===== src/cpf_pkg.sv =====
// Shared types and constants for the command packet framer.
// Holds the item structs, action codes and the queued command format.
// No dependencies.
package cpf_pkg;

  localparam logic [1:0] ACT_OPEN  = 2'd0;
  localparam logic [1:0] ACT_DATA  = 2'd1;
  localparam logic [1:0] ACT_CLOSE = 2'd2;

  localparam logic [7:0] BYTE_CR = 8'h0D;
  localparam logic [7:0] BYTE_LF = 8'h0A;

  localparam logic [15:0] HEADER_RESET  = 16'hEF01;
  localparam logic [31:0] ADDRESS_RESET = 32'hFFFF_FFFF;

  localparam logic CFG_IDX_HEADER  = 1'b0;
  localparam logic CFG_IDX_ADDRESS = 1'b1;

  localparam int CFG_DATA_W = 32;

  localparam logic [3:0] OPEN_LAST_IDX  = 4'd9;
  localparam logic [3:0] DATA_LAST_IDX  = 4'd0;
  localparam logic [3:0] CLOSE_LAST_IDX = 4'd3;

  localparam int CPF_QUEUE_DEPTH = 4;

  typedef struct packed {
    logic [1:0]  action;
    logic [7:0]  packet_id;
    logic [15:0] packet_length;
    logic [7:0]  instruction;
    logic [7:0]  data_byte;
  } in_item_t;

  typedef struct packed {
    logic [7:0] frame_byte;
    logic       last_byte;
  } out_item_t;

  // One queued command: for data the byte rides in id_byte, for close the
  // sum rides in word.
  typedef struct packed {
    logic [1:0]  kind;
    logic [7:0]  id_byte;
    logic [15:0] word;
    logic [7:0]  instr;
  } cpf_cmd_t;

endpackage


===== src/cpf_front.sv =====
// Front end: accepts input items, tracks the open packet and running sum,
// and queues opens and data/closes of an open packet. Depends on cpf_pkg.
module cpf_front
  import cpf_pkg::*;
(
  input  logic     clk,
  input  logic     rst_n,
  input  logic     in_valid,
  output logic     in_stall,
  input  in_item_t in_item,
  input  logic     q_full,
  output logic     q_push,
  output cpf_cmd_t q_cmd
);

  logic        open_r, open_nxt;
  logic [15:0] sum_r, sum_nxt;
  logic        accept;

  assign in_stall = q_full;
  assign accept   = in_valid && !q_full;

  always_comb begin
    open_nxt      = open_r;
    sum_nxt       = sum_r;
    q_push        = 1'b0;
    q_cmd.kind    = in_item.action;
    q_cmd.id_byte = in_item.packet_id;
    q_cmd.word    = in_item.packet_length;
    q_cmd.instr   = in_item.instruction;
    if (accept) begin
      unique case (in_item.action)
        ACT_OPEN: begin
          q_push   = 1'b1;
          open_nxt = 1'b1;
          sum_nxt  = {8'd0, in_item.packet_id} + in_item.packet_length
                     + {8'd0, in_item.instruction};
        end
        ACT_DATA: begin
          q_push        = open_r;
          q_cmd.id_byte = in_item.data_byte;
          if (open_r) begin
            sum_nxt = sum_r + {8'd0, in_item.data_byte};
          end
        end
        ACT_CLOSE: begin
          q_push     = open_r;
          q_cmd.word = sum_r;
          open_nxt   = 1'b0;
        end
        default: begin
          q_push = 1'b0;
        end
      endcase
    end
  end

  always_ff @(posedge clk) begin
    if (!rst_n) begin
      open_r <= 1'b0;
      sum_r  <= 16'd0;
    end else begin
      open_r <= open_nxt;
      sum_r  <= sum_nxt;
    end
  end

endmodule


===== src/cpf_queue.sv =====
// Small command queue between the front and back ends.
// Depends on cpf_pkg for the command type.
module cpf_queue
  import cpf_pkg::*;
#(
  parameter int Depth = CPF_QUEUE_DEPTH
) (
  input  logic     clk,
  input  logic     rst_n,
  input  logic     push,
  input  cpf_cmd_t push_cmd,
  input  logic     pop,
  output cpf_cmd_t head_cmd,
  output logic     empty,
  output logic     full
);

  localparam int PtrW = (Depth > 1) ? $clog2(Depth) : 1;
  localparam int CntW = $clog2(Depth + 1);
  localparam logic [PtrW-1:0] LastPtr = PtrW'(Depth - 1);
  localparam logic [CntW-1:0] DepthCnt = CntW'(Depth);

  cpf_cmd_t        mem_r [Depth];
  logic [PtrW-1:0] wr_ptr_r, wr_ptr_nxt;
  logic [PtrW-1:0] rd_ptr_r, rd_ptr_nxt;
  logic [CntW-1:0] count_r, count_nxt;
  logic            do_push, do_pop;

  assign empty    = (count_r == '0);
  assign full     = (count_r == DepthCnt);
  assign do_push  = push && !full;
  assign do_pop   = pop && !empty;
  assign head_cmd = mem_r[rd_ptr_r];

  always_comb begin
    wr_ptr_nxt = wr_ptr_r;
    rd_ptr_nxt = rd_ptr_r;
    count_nxt  = count_r;
    if (do_push) begin
      wr_ptr_nxt = (wr_ptr_r == LastPtr) ? '0 : wr_ptr_r + 1'b1;
    end
    if (do_pop) begin
      rd_ptr_nxt = (rd_ptr_r == LastPtr) ? '0 : rd_ptr_r + 1'b1;
    end
    if (do_push && !do_pop) begin
      count_nxt = count_r + 1'b1;
    end else if (do_pop && !do_push) begin
      count_nxt = count_r - 1'b1;
    end
  end

  always_ff @(posedge clk) begin
    if (do_push) begin
      mem_r[wr_ptr_r] <= push_cmd;
    end
  end

  always_ff @(posedge clk) begin
    if (!rst_n) begin
      wr_ptr_r <= '0;
      rd_ptr_r <= '0;
      count_r  <= '0;
    end else begin
      wr_ptr_r <= wr_ptr_nxt;
      rd_ptr_r <= rd_ptr_nxt;
      count_r  <= count_nxt;
    end
  end

  a_no_overflow: assert property (@(posedge clk) disable iff (!rst_n)
    count_r <= DepthCnt)
    else $error("queue count exceeds depth");

  a_push_not_full: assert property (@(posedge clk) disable iff (!rst_n)
    push |-> !full)
    else $error("push into a full queue");

endmodule


===== src/cpf_back.sv =====
// Back end: takes commands from the queue and serializes them byte by
// byte into the output register. Depends on cpf_pkg.
module cpf_back
  import cpf_pkg::*;
(
  input  logic        clk,
  input  logic        rst_n,
  input  logic [15:0] header_word,
  input  logic [31:0] device_address,
  input  cpf_cmd_t    head_cmd,
  input  logic        q_empty,
  output logic        q_pop,
  output logic        out_valid,
  input  logic        out_stall,
  output out_item_t   out_item
);

  cpf_cmd_t   cmd_r;
  logic       busy_r, busy_nxt;
  logic [3:0] idx_r;
  logic       out_valid_r, out_valid_nxt;
  out_item_t  out_item_r;
  logic       adv;
  logic       at_last;
  logic [3:0] last_idx;
  out_item_t  cur_byte;

  always_comb begin
    unique case (cmd_r.kind)
      ACT_OPEN:  last_idx = OPEN_LAST_IDX;
      ACT_CLOSE: last_idx = CLOSE_LAST_IDX;
      default:   last_idx = DATA_LAST_IDX;
    endcase
  end

  always_comb begin
    cur_byte.last_byte = 1'b0;
    cur_byte.frame_byte = cmd_r.id_byte;
    if (cmd_r.kind == ACT_OPEN) begin
      unique case (idx_r)
        4'd0:    cur_byte.frame_byte = header_word[15:8];
        4'd1:    cur_byte.frame_byte = header_word[7:0];
        4'd2:    cur_byte.frame_byte = device_address[31:24];
        4'd3:    cur_byte.frame_byte = device_address[23:16];
        4'd4:    cur_byte.frame_byte = device_address[15:8];
        4'd5:    cur_byte.frame_byte = device_address[7:0];
        4'd6:    cur_byte.frame_byte = cmd_r.id_byte;
        4'd7:    cur_byte.frame_byte = cmd_r.word[15:8];
        4'd8:    cur_byte.frame_byte = cmd_r.word[7:0];
        default: cur_byte.frame_byte = cmd_r.instr;
      endcase
    end else if (cmd_r.kind == ACT_CLOSE) begin
      unique case (idx_r[1:0])
        2'd0: cur_byte.frame_byte = cmd_r.word[15:8];
        2'd1: cur_byte.frame_byte = cmd_r.word[7:0];
        2'd2: cur_byte.frame_byte = BYTE_CR;
        2'd3: begin
          cur_byte.frame_byte = BYTE_LF;
          cur_byte.last_byte  = 1'b1;
        end
        default: cur_byte.frame_byte = BYTE_LF;
      endcase
    end
  end

  assign adv     = busy_r && (!out_valid_r || !out_stall);
  assign at_last = (idx_r == last_idx);
  assign q_pop   = !q_empty && (!busy_r || (adv && at_last));

  always_comb begin
    busy_nxt = busy_r;
    if (q_pop) begin
      busy_nxt = 1'b1;
    end else if (adv && at_last) begin
      busy_nxt = 1'b0;
    end
    if (adv) begin
      out_valid_nxt = 1'b1;
    end else if (!out_stall) begin
      out_valid_nxt = 1'b0;
    end else begin
      out_valid_nxt = out_valid_r;
    end
  end

  always_ff @(posedge clk) begin
    if (q_pop) begin
      cmd_r <= head_cmd;
    end
    if (adv) begin
      out_item_r <= cur_byte;
    end
  end

  always_ff @(posedge clk) begin
    if (!rst_n) begin
      busy_r      <= 1'b0;
      idx_r       <= 4'd0;
      out_valid_r <= 1'b0;
    end else begin
      busy_r      <= busy_nxt;
      out_valid_r <= out_valid_nxt;
      if (q_pop) begin
        idx_r <= 4'd0;
      end else if (adv && !at_last) begin
        idx_r <= idx_r + 4'd1;
      end
    end
  end

  assign out_valid = out_valid_r;
  assign out_item  = out_item_r;

  a_idx_in_range: assert property (@(posedge clk) disable iff (!rst_n)
    busy_r |-> idx_r <= last_idx)
    else $error("byte index past end of command");

  a_last_is_lf: assert property (@(posedge clk) disable iff (!rst_n)
    (out_valid_r && out_item_r.last_byte) |-> out_item_r.frame_byte == BYTE_LF)
    else $error("last byte flag on a byte other than line feed");

  a_pop_when_free: assert property (@(posedge clk) disable iff (!rst_n)
    (q_pop && busy_r) |-> (adv && at_last))
    else $error("new command loaded over an unfinished one");

endmodule


===== src/command_packet_framer.sv =====
// Command packet framer: an item passes the command queue, the back end's
// command register and the output register. The back end emits one byte
// per cycle while busy and not stalled: an open item gives ten bytes, a
// data item one, a close item four. The command queue lets input items keep
// arriving while bytes drain. Reset is synchronous, active low: no packet
// open, sum zero, queue empty, header 0xEF01 and address 0xFFFFFFFF.
module command_packet_framer
  import cpf_pkg::*;
#(
  parameter int QUEUE_DEPTH = CPF_QUEUE_DEPTH
) (
  input  logic                  clk,
  input  logic                  rst_n,
  input  logic                  cfg_we,
  input  logic                  cfg_index,
  input  logic [CFG_DATA_W-1:0] cfg_data,
  input  logic                  in_valid,
  output logic                  in_stall,
  input  in_item_t              in_item,
  output logic                  out_valid,
  input  logic                  out_stall,
  output out_item_t             out_item
);

  logic [15:0] header_r;
  logic [31:0] address_r;
  logic        q_full, q_empty, q_push, q_pop;
  cpf_cmd_t    push_cmd, head_cmd;

  always_ff @(posedge clk) begin
    if (!rst_n) begin
      header_r  <= HEADER_RESET;
      address_r <= ADDRESS_RESET;
    end else if (cfg_we) begin
      unique case (cfg_index)
        CFG_IDX_HEADER:  header_r  <= cfg_data[15:0];
        CFG_IDX_ADDRESS: address_r <= cfg_data[31:0];
        default:         header_r  <= header_r;
      endcase
    end
  end

  cpf_front u_front (
    .clk      (clk),
    .rst_n    (rst_n),
    .in_valid (in_valid),
    .in_stall (in_stall),
    .in_item  (in_item),
    .q_full   (q_full),
    .q_push   (q_push),
    .q_cmd    (push_cmd)
  );

  cpf_queue #(
    .Depth (QUEUE_DEPTH)
  ) u_queue (
    .clk      (clk),
    .rst_n    (rst_n),
    .push     (q_push),
    .push_cmd (push_cmd),
    .pop      (q_pop),
    .head_cmd (head_cmd),
    .empty    (q_empty),
    .full     (q_full)
  );

  cpf_back u_back (
    .clk            (clk),
    .rst_n          (rst_n),
    .header_word    (header_r),
    .device_address (address_r),
    .head_cmd       (head_cmd),
    .q_empty        (q_empty),
    .q_pop          (q_pop),
    .out_valid      (out_valid),
    .out_stall      (out_stall),
    .out_item       (out_item)
  );

endmodule

===== config.mk =====
export PLATFORM = sky130hd
export DESIGN_NAME = command_packet_framer
export DESIGN_NICKNAME = d
export VERILOG_FILES = /design/src/cpf_pkg.sv /design/src/cpf_front.sv /design/src/cpf_queue.sv /design/src/cpf_back.sv /design/src/command_packet_framer.sv
export SDC_FILE = /design/constraint.sdc
export NUM_CORES = 1
export LEC_CHECK = 0
export ABC_AREA = 1
export ABC_CLOCK_PERIOD_IN_PS = 3700
export BUFFER_PORTS_ARGS = -buffer_cell sky130_fd_sc_hd__buf_2
export CAP_MARGIN = 20
export CORE_MARGIN = 1.5
export CORE_UTILIZATION = 35
export CTS_BUF_LIST = sky130_fd_sc_hd__clkbuf_8
export CTS_CLUSTER_DIAMETER = 30
export CTS_CLUSTER_SIZE = 14
export DETAILED_ROUTE_END_ITERATION = 8
export PLACE_DENSITY_LB_ADDON = 0.1
export SETUP_SLACK_MARGIN = 0.1
export SYNTH_ARGS = -nofsm -noshare
export SYNTH_HDL_FRONTEND = slang
export SYNTH_HIERARCHICAL = 1
export SYNTH_SLANG_ARGS = --single-unit

===== constraint.sdc =====
create_clock -name clk -period 3.7 [get_ports clk]
set_input_delay 0 -clock clk [delete_from_list [all_inputs] [get_ports clk]]
set_output_delay 0 -clock clk [all_outputs]
set_load 0.05 [all_outputs]

After elaboration in Yosys (flattened, before gate mapping)
Memories as Yosys holds them, arrays and structs flattened. A register that Yosys moved wholly into a read port is not among the register bits.
Cells that the tools add are included.

operators by class
  $add $sub $neg = 8
  multiply operators = 0
  divide/modulo/power cells = 0
  magnitude comparators = 0
  equal/unequal tests = 20
  shift-type cells = 0
  mux-type cells = 24
  bitwise operators = 3
  reductions and logical operators = 35

operator list
  operator                                             number
  case mux 8 bit (9 select lines)                      1
  adder 16 x 8 -> 16 bit                               2
  2-to-1 mux 16 bit                                    2
  case mux 16 bit (2 select lines)                     1
  case mux 8 bit (4 select lines)                      1
  2-to-1 mux 24 bit                                    1
  adder 8 x 16 -> 16 bit                               1
  equality test 4 x 3 -> 1 bit, second input constant  4
  2-to-1 mux 8 bit                                     2
  equality test 2 bit, second input constant           6
  logical AND 1 bit                                    9
  2-to-1 mux 9 bit                                     1
  equality test 4 x 2 -> 1 bit, second input constant  2
  logical NOT 1 bit                                    8
  2-to-1 mux 1 bit                                     8
  case mux 4 bit (2 select lines)                      1
  nonzero test 2 bit                                   4
  logical NOT 2 bit                                    3
  2-to-1 mux 3 bit                                     2
  AND reduction 2 bit                                  3
  OR reduction 2 bit                                   3
  adder 2 x 1 -> 2 bit, second input constant          2
  adder 4 x 1 -> 4 bit, second input constant          1
  equality test 2 x 1 -> 1 bit, second input constant  2
  other kinds (14)                                     20

storage, ports and cells
  bits in registers = 87
  bits in latches = 0
  RAM bits = 136
  memory bits (read-only) = 0
  bits of input ports = 80
  output and inout port bits = 11
  memories = 1

memory list
  name           words  bits a word  rd ports  clocked after memory_dff  wr ports  RTL line         RTL
  u_queue.mem_r  4      34           1         1                         1         cpf_queue.sv:23  cpf_cmd_t mem_r [Depth];

Depth between registers and ports, before layout
Gate-level depths: netlist (run 1).

  depth in word-level cells = 10
  gate-level depth with buffers = 19

Modules after synthesis
Netlist (run 1), hierarchy kept.

by module, submodules not included
  module                 times used  cells an instance  area each (µm²)  seq. area each (µm²)
  cpf_queue              1           401                5,745.5          4,264.1
  cpf_front              1           485                2,793.9          340.3
  cpf_back               1           334                2,745.1          1,411.4
  command_packet_framer  1           228                1,981.9          960.9

Least setup slack after synthesis (run 1)
OpenSTA, ideal clock, no wires.

  kind = register to register
  from = register u_back.out_valid_r, in the netlist u_back/out_valid
  to = register u_queue.count_r[1]
  library setup time = 116 ps
  arrival time = 3,264 ps
  required time = 3,584 ps
  path slack = 320 ps
  stages on the path, launching flop included = 12
  path buffers = 0
  clock period less this slack = 3,380 ps
  cell sequence = dfxtp_1 > a21oi_2 > nand4_1 > nand2_1 > nand2_1 > inv_1 > nand2_1 > ha_1 > inv_1 > fa_1 > o21ai_0 > nor2_1

on the way
  word-level cells in the longest chain between the ends = 10
  elaborated cells on any way between the ends = 12
  classes of those cells = mux: 1; reduce/logical: 11

ends and longest elaborated chain
  item                      RTL line                     RTL
  from (decl)               cpf_back.sv:21               logic out_valid_r, out_valid_nxt;
  from (signal assigned)    cpf_back.sv:102              out_valid_r <= out_valid_nxt;
  logical NOT 1 bit         cpf_back.sv:66               assign adv = busy_r && (!out_valid_r || !out_stall);
  logical OR 1 bit          cpf_back.sv:66
  logical AND 1 bit         cpf_back.sv:66
  via u_back.adv            cpf_back.sv:23               logic adv;
  logical AND 1 bit         cpf_back.sv:68               assign q_pop = !q_empty && (!busy_r || (adv && at_last));
  logical OR 1 bit          cpf_back.sv:68
  logical AND 1 bit         cpf_back.sv:68
  via q_pop                 command_packet_framer.sv:27  logic q_full, q_empty, q_push, q_pop;
  logical AND 1 bit         cpf_queue.sv:32              assign do_pop = pop && !empty;
  logical NOT 1 bit         cpf_queue.sv:45              if (do_push && !do_pop) begin
  logical AND 1 bit         cpf_queue.sv:45
  2-to-1 mux 3 bit          cpf_queue.sv:45
  via u_queue.count_nxt[1]  cpf_queue.sv:26              logic [CntW-1:0] count_r, count_nxt;
  to (signal assigned)      cpf_queue.sv:66              count_r <= count_nxt;
  to (decl)                 cpf_queue.sv:26

The timed path passes the listed nets, and every way through them passes these cells.
A chain may end at the register's enable or synchronous reset.

Final worst setup path (run 1)
  from = register u_back/cmd_r[32] (netlist name)
  to = register u_queue.count_r[2]

on the way
  word-level cells in the longest chain between the ends = 10
  elaborated cells on any way between the ends = 13
  classes of those cells = eq/ne: 2; mux: 2; reduce/logical: 9

ends and longest elaborated chain
  item                                                      RTL line                     RTL
  equality test 2 bit or logical NOT 2 bit (tied branches)  cpf_back.sv:29               unique case (cmd_r.kind)
  case mux 4 bit (2 select lines) *                         cpf_back.sv:29
  equality test 4 bit *                                     cpf_back.sv:67               assign at_last = (idx_r == last_idx);
  logical AND 1 bit *                                       cpf_back.sv:68
  logical OR 1 bit *                                        cpf_back.sv:68
  logical AND 1 bit *                                       cpf_back.sv:68
  via q_pop                                                 command_packet_framer.sv:27
  logical AND 1 bit *                                       cpf_queue.sv:32
  logical NOT 1 bit                                         cpf_queue.sv:45
  logical AND 1 bit                                         cpf_queue.sv:45
  2-to-1 mux 3 bit or nonzero test 2 bit (tied branches)    --

Mark *: on every way through the listed nets, which the timed path passes. The rest lies on a longest branch.

==> metrics, run 1 <==
vias in the first global route=10341; Via density=4.70; Starting Density=35.4%; crit end category=flop; Setup TNS=0 ns; Post-synth EDFFs=around 180; largest net degree at the start of global routing=69; WL final=~37 mm; total track usage=around 20%; sequential share of the synthesized area=a little over half; Worst Tran Pin Value=just under 0.9 ns; Mapped Cells=1448; Slew Limit Headroom=about two fifths; Synth area leaders=edfxtp_1, dfxtp_1, nand2_1; syn_nets=approximately 1600; crit path kind=reg2reg; Remaining DRCs=0; Final setup viols=0; outcome=completed; Yosys cell types=48; cts repair resizes=0; r2r setup slk=0.65 ns; I/O pin count=91; Mapped Area=13300 um2; post-synth top area share=40.5%; ys async rst share=0%; detailed-route via count=slightly above 10000; Slew Limit Fails=0; Final Cell Area=about 16000 um2; Worst-path clk slew=0.06 ns; number of antenna violations at the first check in global routing=0; Place WS=~0.74 ns; global-route wire length before repair=a little under 60 mm; FF+latch count, synth=259; Peak VDD IR=slightly below 0.5 mV; DP HPWL=25.8 mm; worst r2r src=u_back/cmd_r[32]$_DFFE_PP_; Critical Path RT=4.18 ns; clock latency reported for the late side of the worst-skew pair=approximately 0.60 ns; most common cell after layout, fill and taps aside=nand2_1; reg2reg path depth=19; full die area=39100 um2; Worst Setup Start Kind=flop; Power Dens Cells=between 600 and 700 nW/um2; Final Wtd Congestion=between 0.8 and 0.9; total gr overflow=0; FILL cells=~3800; Num CTS Buffers=67; Nets=1763; CTS tree=done; Hold Fails Final Rpt=0; diodes inserted=0; area leader, netlist=edfxtp_1; layout cells sized above 1=20.7%; Main synth FF type=edfxtp_1; drt wl/cell=16.8 um; Area after DPL=14000 um2; die height=198 um; clock root buffer=clkbuf_8; clock sinks=approximately 260; # Post-CTS Setup Buffers=0; Final Critical Period=3.05 ns; PortBufs=90; DRT antenna net count=0; Critical path origin=u_back/cmd_r[32]$_DFFE_PP_; final period utilization=82.5%; PnR worst setup slack=roughly 0.65 ns; Yosys warnings=6; Iteration-0 DRC Markers=618; DR pass1 iterations=5; clock tree buffer depth=3; Std-Cell Rows=71; Worst setup endpoint=u_queue/count_r[2]$_SDFFE_PN0P_; most frequent cells in the layout=nand2_1, edfxtp_1, inv_1; leakage=7.00 nW; clk_skew=0.0342 ns; CP max FO=11; worst path arrival time=~3.5 ns; Core Region=between 30000 and 40000 um2; worst hold path type=in2reg; MaxCap Viol Count=0; RSZ-0062 raised after global routing=false; reg2reg end=u_queue/count_r[2]$_SDFFE_PN0P_; Area growth syn-to-layout=22.5%; Avg Synthesized Cell Area=9.16 um2; Die Wd=a little under 200 um; fmax=around 0.33 GHz; H-tree depth=3
critical path, cell delays in order, from the launching register on:
cell and delay (ns):
edfxtp_1 0.64, inv_1 0.18, nand2_2 0.20, nand2_1 0.07, nand2_1 0.06, clkinv_1 0.08
nand4_1 0.09, nand2_1 0.10, nand2_1 0.10, inv_1 0.13, nand2_1 0.24, ha_1 0.22
inv_1 0.07, fa_1 0.39, inv_1 0.07, nand2_1 0.06, nand3_1 0.08, nand2_1 0.05
inv_1 0.05, nor2_1 0.03
state kept, by name (all words and copies together), names as in the netlist, named ones only:
name / count
u_queue/wr_ptr_r: 2
header_r: 16
u_queue/mem_r: 136
u_back/idx_r: 4
u_back/out_item: 9
u_back/out_valid: 1
u_queue/rd_ptr_r: 2
u_front/sum_r: 16
u_back/busy_r: 1
u_front/open_r: 1
u_queue/count_r: 3
u_back/cmd_r: 34
address_r: 32
synth_stat cells, types with 2 or more instances:
cell type and instances:
a21oi_1 43, a21oi_2 3, a22oi_1 2, a31oi_1 3, buf_12 6, buf_2 19, buf_4 15, buf_6 11
clkbuf_1 6, clkbuf_2 2, clkinv_1 2, dfxtp_1 80, edfxtp_1 179, fa_1 11, ha_1 31, inv_1 143
inv_2 15, nand2_1 346, nand2_2 42, nand2_4 2, nand3_1 112, nand3_2 18, nand3b_1 4, nand4_1 13
nor2_1 131, nor2_2 25, nor2_4 6, nor3_2 3, o211a_1 2, o211ai_1 4, o21ai_0 109, o21ai_1 6
o21ai_2 2, o22ai_1 14, o22ai_2 20, xor2_1 6
cell families after synthesis:
| family | after synthesis | share of synthesized area [%] |
|---|---|---|
| simple gates | 705 | 24.1 |
| xor+xnor | 7 | 0.462 |
| buf+inv | 222 | 8.43 |
| flops | 259 | 52.6 |
| compound gates | 213 | 9.82 |
| fa+ha+maj | 42 | 4.58 |
per-stage QoR:
stage                     util (%)  power (mW)  hold slack, ns  cells
after floorplan                  -        6.01           0.105   1448
after global placement        37.3        6.87           0.204   2003
after detailed placement      37.3        6.87           0.207   2003
after CTS                     43.4        10.8          0.0363   2205
after global routing          43.4        11.3          0.0785   2205
final                         43.4        10.7          0.0776   2205
per-layer routing:
metal	vias up	wire length [um]	global-route usage (%)	share of wire, %
met5	-	0	0	0
met4	0	743	6.11	2.0
met3	63	1530	3.66	4.1
met2	244	17100	31.6	46
met1	4835	17800	26.7	48
li1	5231	-	-	-
repair_timing:
| item | in CTS | in global routing |
|---|---|---|
| endpoints found under the hold margin | 190 | 0 |
| hold buffers | 80 | 0 |
| endpoints found under the setup margin | 0 | 0 |
area by class of cell:
class / instances / area [um2] / share of cell area (%)
sequential: 259 / 6980 / 42.9
multi-input combinational: 967 / 5200 / 32.0
timing repair buffer: 184 / 1360 / 8.34
clock buffer: 72 / 991 / 6.10
tap: 511 / 639 / 3.93
inverter: 162 / 621 / 3.82
clock inverter: 50 / 469 / 2.89
how the worst min path moves through the flow:
stage                      start  slack, ns                            end  cells past startpoint
global placement    cfg_data[30]       0.20     address_r[30]$_SDFFE_PN1P_                      3
finish               in_item[16]       0.08  u_queue/mem_r[0][8]$_DFFE_PP_                      3
floorplan           cfg_data[16]       0.10     address_r[16]$_SDFFE_PN1P_                      2
CTS                   in_item[7]       0.04  u_front/sum_r[7]$_SDFFE_PN0P_                      6
global route         in_item[16]       0.08  u_queue/mem_r[1][8]$_DFFE_PP_                      3
detailed placement  cfg_data[30]       0.21     address_r[30]$_SDFFE_PN1P_                      3
power by group:
part,switching (mW),internal [mW]
clock,1.47,2.39
combinational,1.97,0.884
sequential,0.313,3.69
total,3.75,6.96
Note: power is estimated with default switching activity, not from simulation.
==> run 2, diff against run 1 <==
ABC_CLOCK_PERIOD_IN_PS = 2850   (was 3700)
clock period = 2.85 ns   (was 3.7 ns; I/O delays follow)
==> run 2 against run 1 <==
  * Clock skew fell by 0.0063 ns
  * First-iteration DRC count grew 5.3%
  * Via count grew 1.1%
  * Register-to-register slack lost 0.28 ns
  * Critical path type unchanged
==> metrics, run 2 (synthesized netlist as in run 1, its figures left out) <==
outcome=completed; footprint of the multi-input gates=5230 um2; Nets=about 1800; H-tree depth=3; Largest register FFs=~140; CP max FO=8; most common cell after layout, fill and taps aside=nand2_1; Final Critical Period=2.48 ns; Buf+Inv Stages, Crit Path=5; clock sinks=259; Core Region=around 37000 um2; clock tree buffer depth=3; Remaining DRCs=0; number of antenna violations at the first check in global routing=0; RSZ-0062 raised after global routing=false; Worst Setup Start Kind=flop; Storage cell area=6980 um2; Worst Tran Pin Value=between 0.8 and 0.9 ns; diodes inserted=0; Peak VDD IR=0.404 mV; CTS tree=done; biggest regs=u_queue/mem_r: 136 flops, u_back/cmd_r: 34 flops, address_r: 32 flops; clk_skew=0.0279 ns; clock root buffer=clkbuf_8; fmax=around 0.40 GHz; Via density=4.74; global-route wire length before repair=58.6 mm; # Post-CTS Setup Buffers=0; crit path cell chain=nand2_2 > nand2_1 > nand2_1 > clkinv_1 > nand4_1 > nand2_1 > nand2_2 > clkinvlp_4 > nand2_2 > ha_4 > inv_1 > fa_1 > inv_1 > nand2_1 > nand3_1 > nand2_1 > inv_1 > nor2_1; Die Wd=a little under 200 um; Slew Limit Headroom=a little under half; Crit path top cell by count=nand2_1; full die area=slightly below 40000 um2; Area growth syn-to-layout=24.3%; FILL cells=approximately 3700; cts repair resizes=0; detailed-route via count=10491; DRT antenna net count=0; DR pass1 iterations=5; largest net degree at the start of global routing=69; Iteration-0 DRC Markers=~650; die height=198 um; Area after DPL=around 14000 um2; Critical Path RT=3.34 ns; CP max stage cell=edfxtp_1; Final Wtd Congestion=0.884; worst path arrival time=just under 3 ns; Std-Cell Rows=71; Starting Density=35.4%; routed wl met2=17.1 mm; max incr delay on CP=approximately 0.48 ns; vias in the first global route=10512; Hold Slack=approximately 0.1 ns; final period utilization=87.2%; Hold Fails Final Rpt=0; register bank with the most flops=u_queue/mem_r; total gr overflow=0; WL final=37.6 mm; most frequent cells in the layout=nand2_1, edfxtp_1, inv_1; Slew Limit Fails=0; max layer used=met4; worst hold path type=in2reg; Pwr Total=14.4 mW; Num CTS Buffers=70; MaxCap Viol Count=0; total track usage=19.8%; DP HPWL=26.2 mm; met3 WL=1.58 mm; M1 WL=~18 mm; drt wl/cell=roughly 17 um; layout cells sized above 1=21.6%; crit path kind=reg2reg; I/O pin count=91; critical path's top delay family=simple AND/OR/NAND/NOR gates; PortBufs=90; Worst-path clk slew=0.06 ns; Power Dens Cells=874 nW/um2; Final Cell Area=16500 um2; Final setup viols=0; clock latency reported for the late side of the worst-skew pair=about 0.6 ns; leakage=7.07 nW; crit end category=flop
## run 2: changes by cell type in the layout (fill, tap and decap cells not counted), moves of 2 or more
cell           delta
inv_6             +2
clkinvlp_4        +2
inv_1             -3
inv_8             -3
nand2_1           -2
bufinv_16         +4
buf_12            +4
nand2_2           +2
clkbuf_8          +3
dlygate4sd3_1     -2
## run 2: area by class of cell
| type | count | area share [%] |
|---|---|---|
| Tap cell | 511 | 3.88 |
| Clock inverter | 52 | 3.48 |
| Timing Repair Buffer | 186 | 8.59 |
| Sequential cell | 259 | 42.3 |
| Multi-Input combinational cell | 967 | 31.7 |
| Clock buffer | 75 | 6.26 |
| Inverter | 162 | 3.79 |
## run 2: path summary, 6_finish.rpt
kind                                    from                         endpoint  slack (ns)  cells after the start
setup / recovery  u_back/cmd_r[33]$_DFFE_PP_  u_queue/count_r[2]$_SDFFE_PN0P_        0.37                     18
hold / removal                    in_item[1]    u_front/sum_r[1]$_SDFFE_PN0P_         0.1                      6
setup reg to reg  u_back/cmd_r[33]$_DFFE_PP_  u_queue/count_r[2]$_SDFFE_PN0P_        0.37                     18
hold reg to reg    header_r[13]$_SDFFE_PN1P_        header_r[13]$_SDFFE_PN1P_        0.46                      2
## run 2: routing by layer
layer | track usage (%) | up-vias
met5 | 0 | -
met4 | 6.50 | 0
met3 | 3.61 | 61
met2 | 31.4 | 245
met1 | 27.3 | 4943
li1 | - | 5242
## run 2: stage by stage
step | setup TNS [ns] | utilization (%) | cells | setup slack (ns)
floorplan | -33.68 | - | 1448 | -0.248
global placement | 0 | 37.6 | 2007 | 0.433
detailed placement | 0 | 37.6 | 2007 | 0.406
CTS | 0 | 44.0 | 2212 | 0.383
global route | 0 | 44.0 | 2212 | 0.123
finish | 0 | 44.0 | 2212 | 0.366
## run 2: what timing repair did
item,4_1_cts,5_1_grt
endpoints found under the setup margin,0,0
hold buffers,78,0
endpoints found under the hold margin,193,0
## run 2: tightest hold or removal path, cell delays in order
cell	delay, ns
buf_2	0.13
inv_1	0.09
fa_1	0.16
o21ai_0	0.07
o21ai_0	0.15
a21oi_1	0.05
## run 2: where the power goes
group | internal, mW | total [mW] | switching (mW)
Clock | 3.55 | 5.47 | 1.93
Sequential | 4.79 | 5.20 | 0.407
Combinational | 1.18 | 3.74 | 2.57
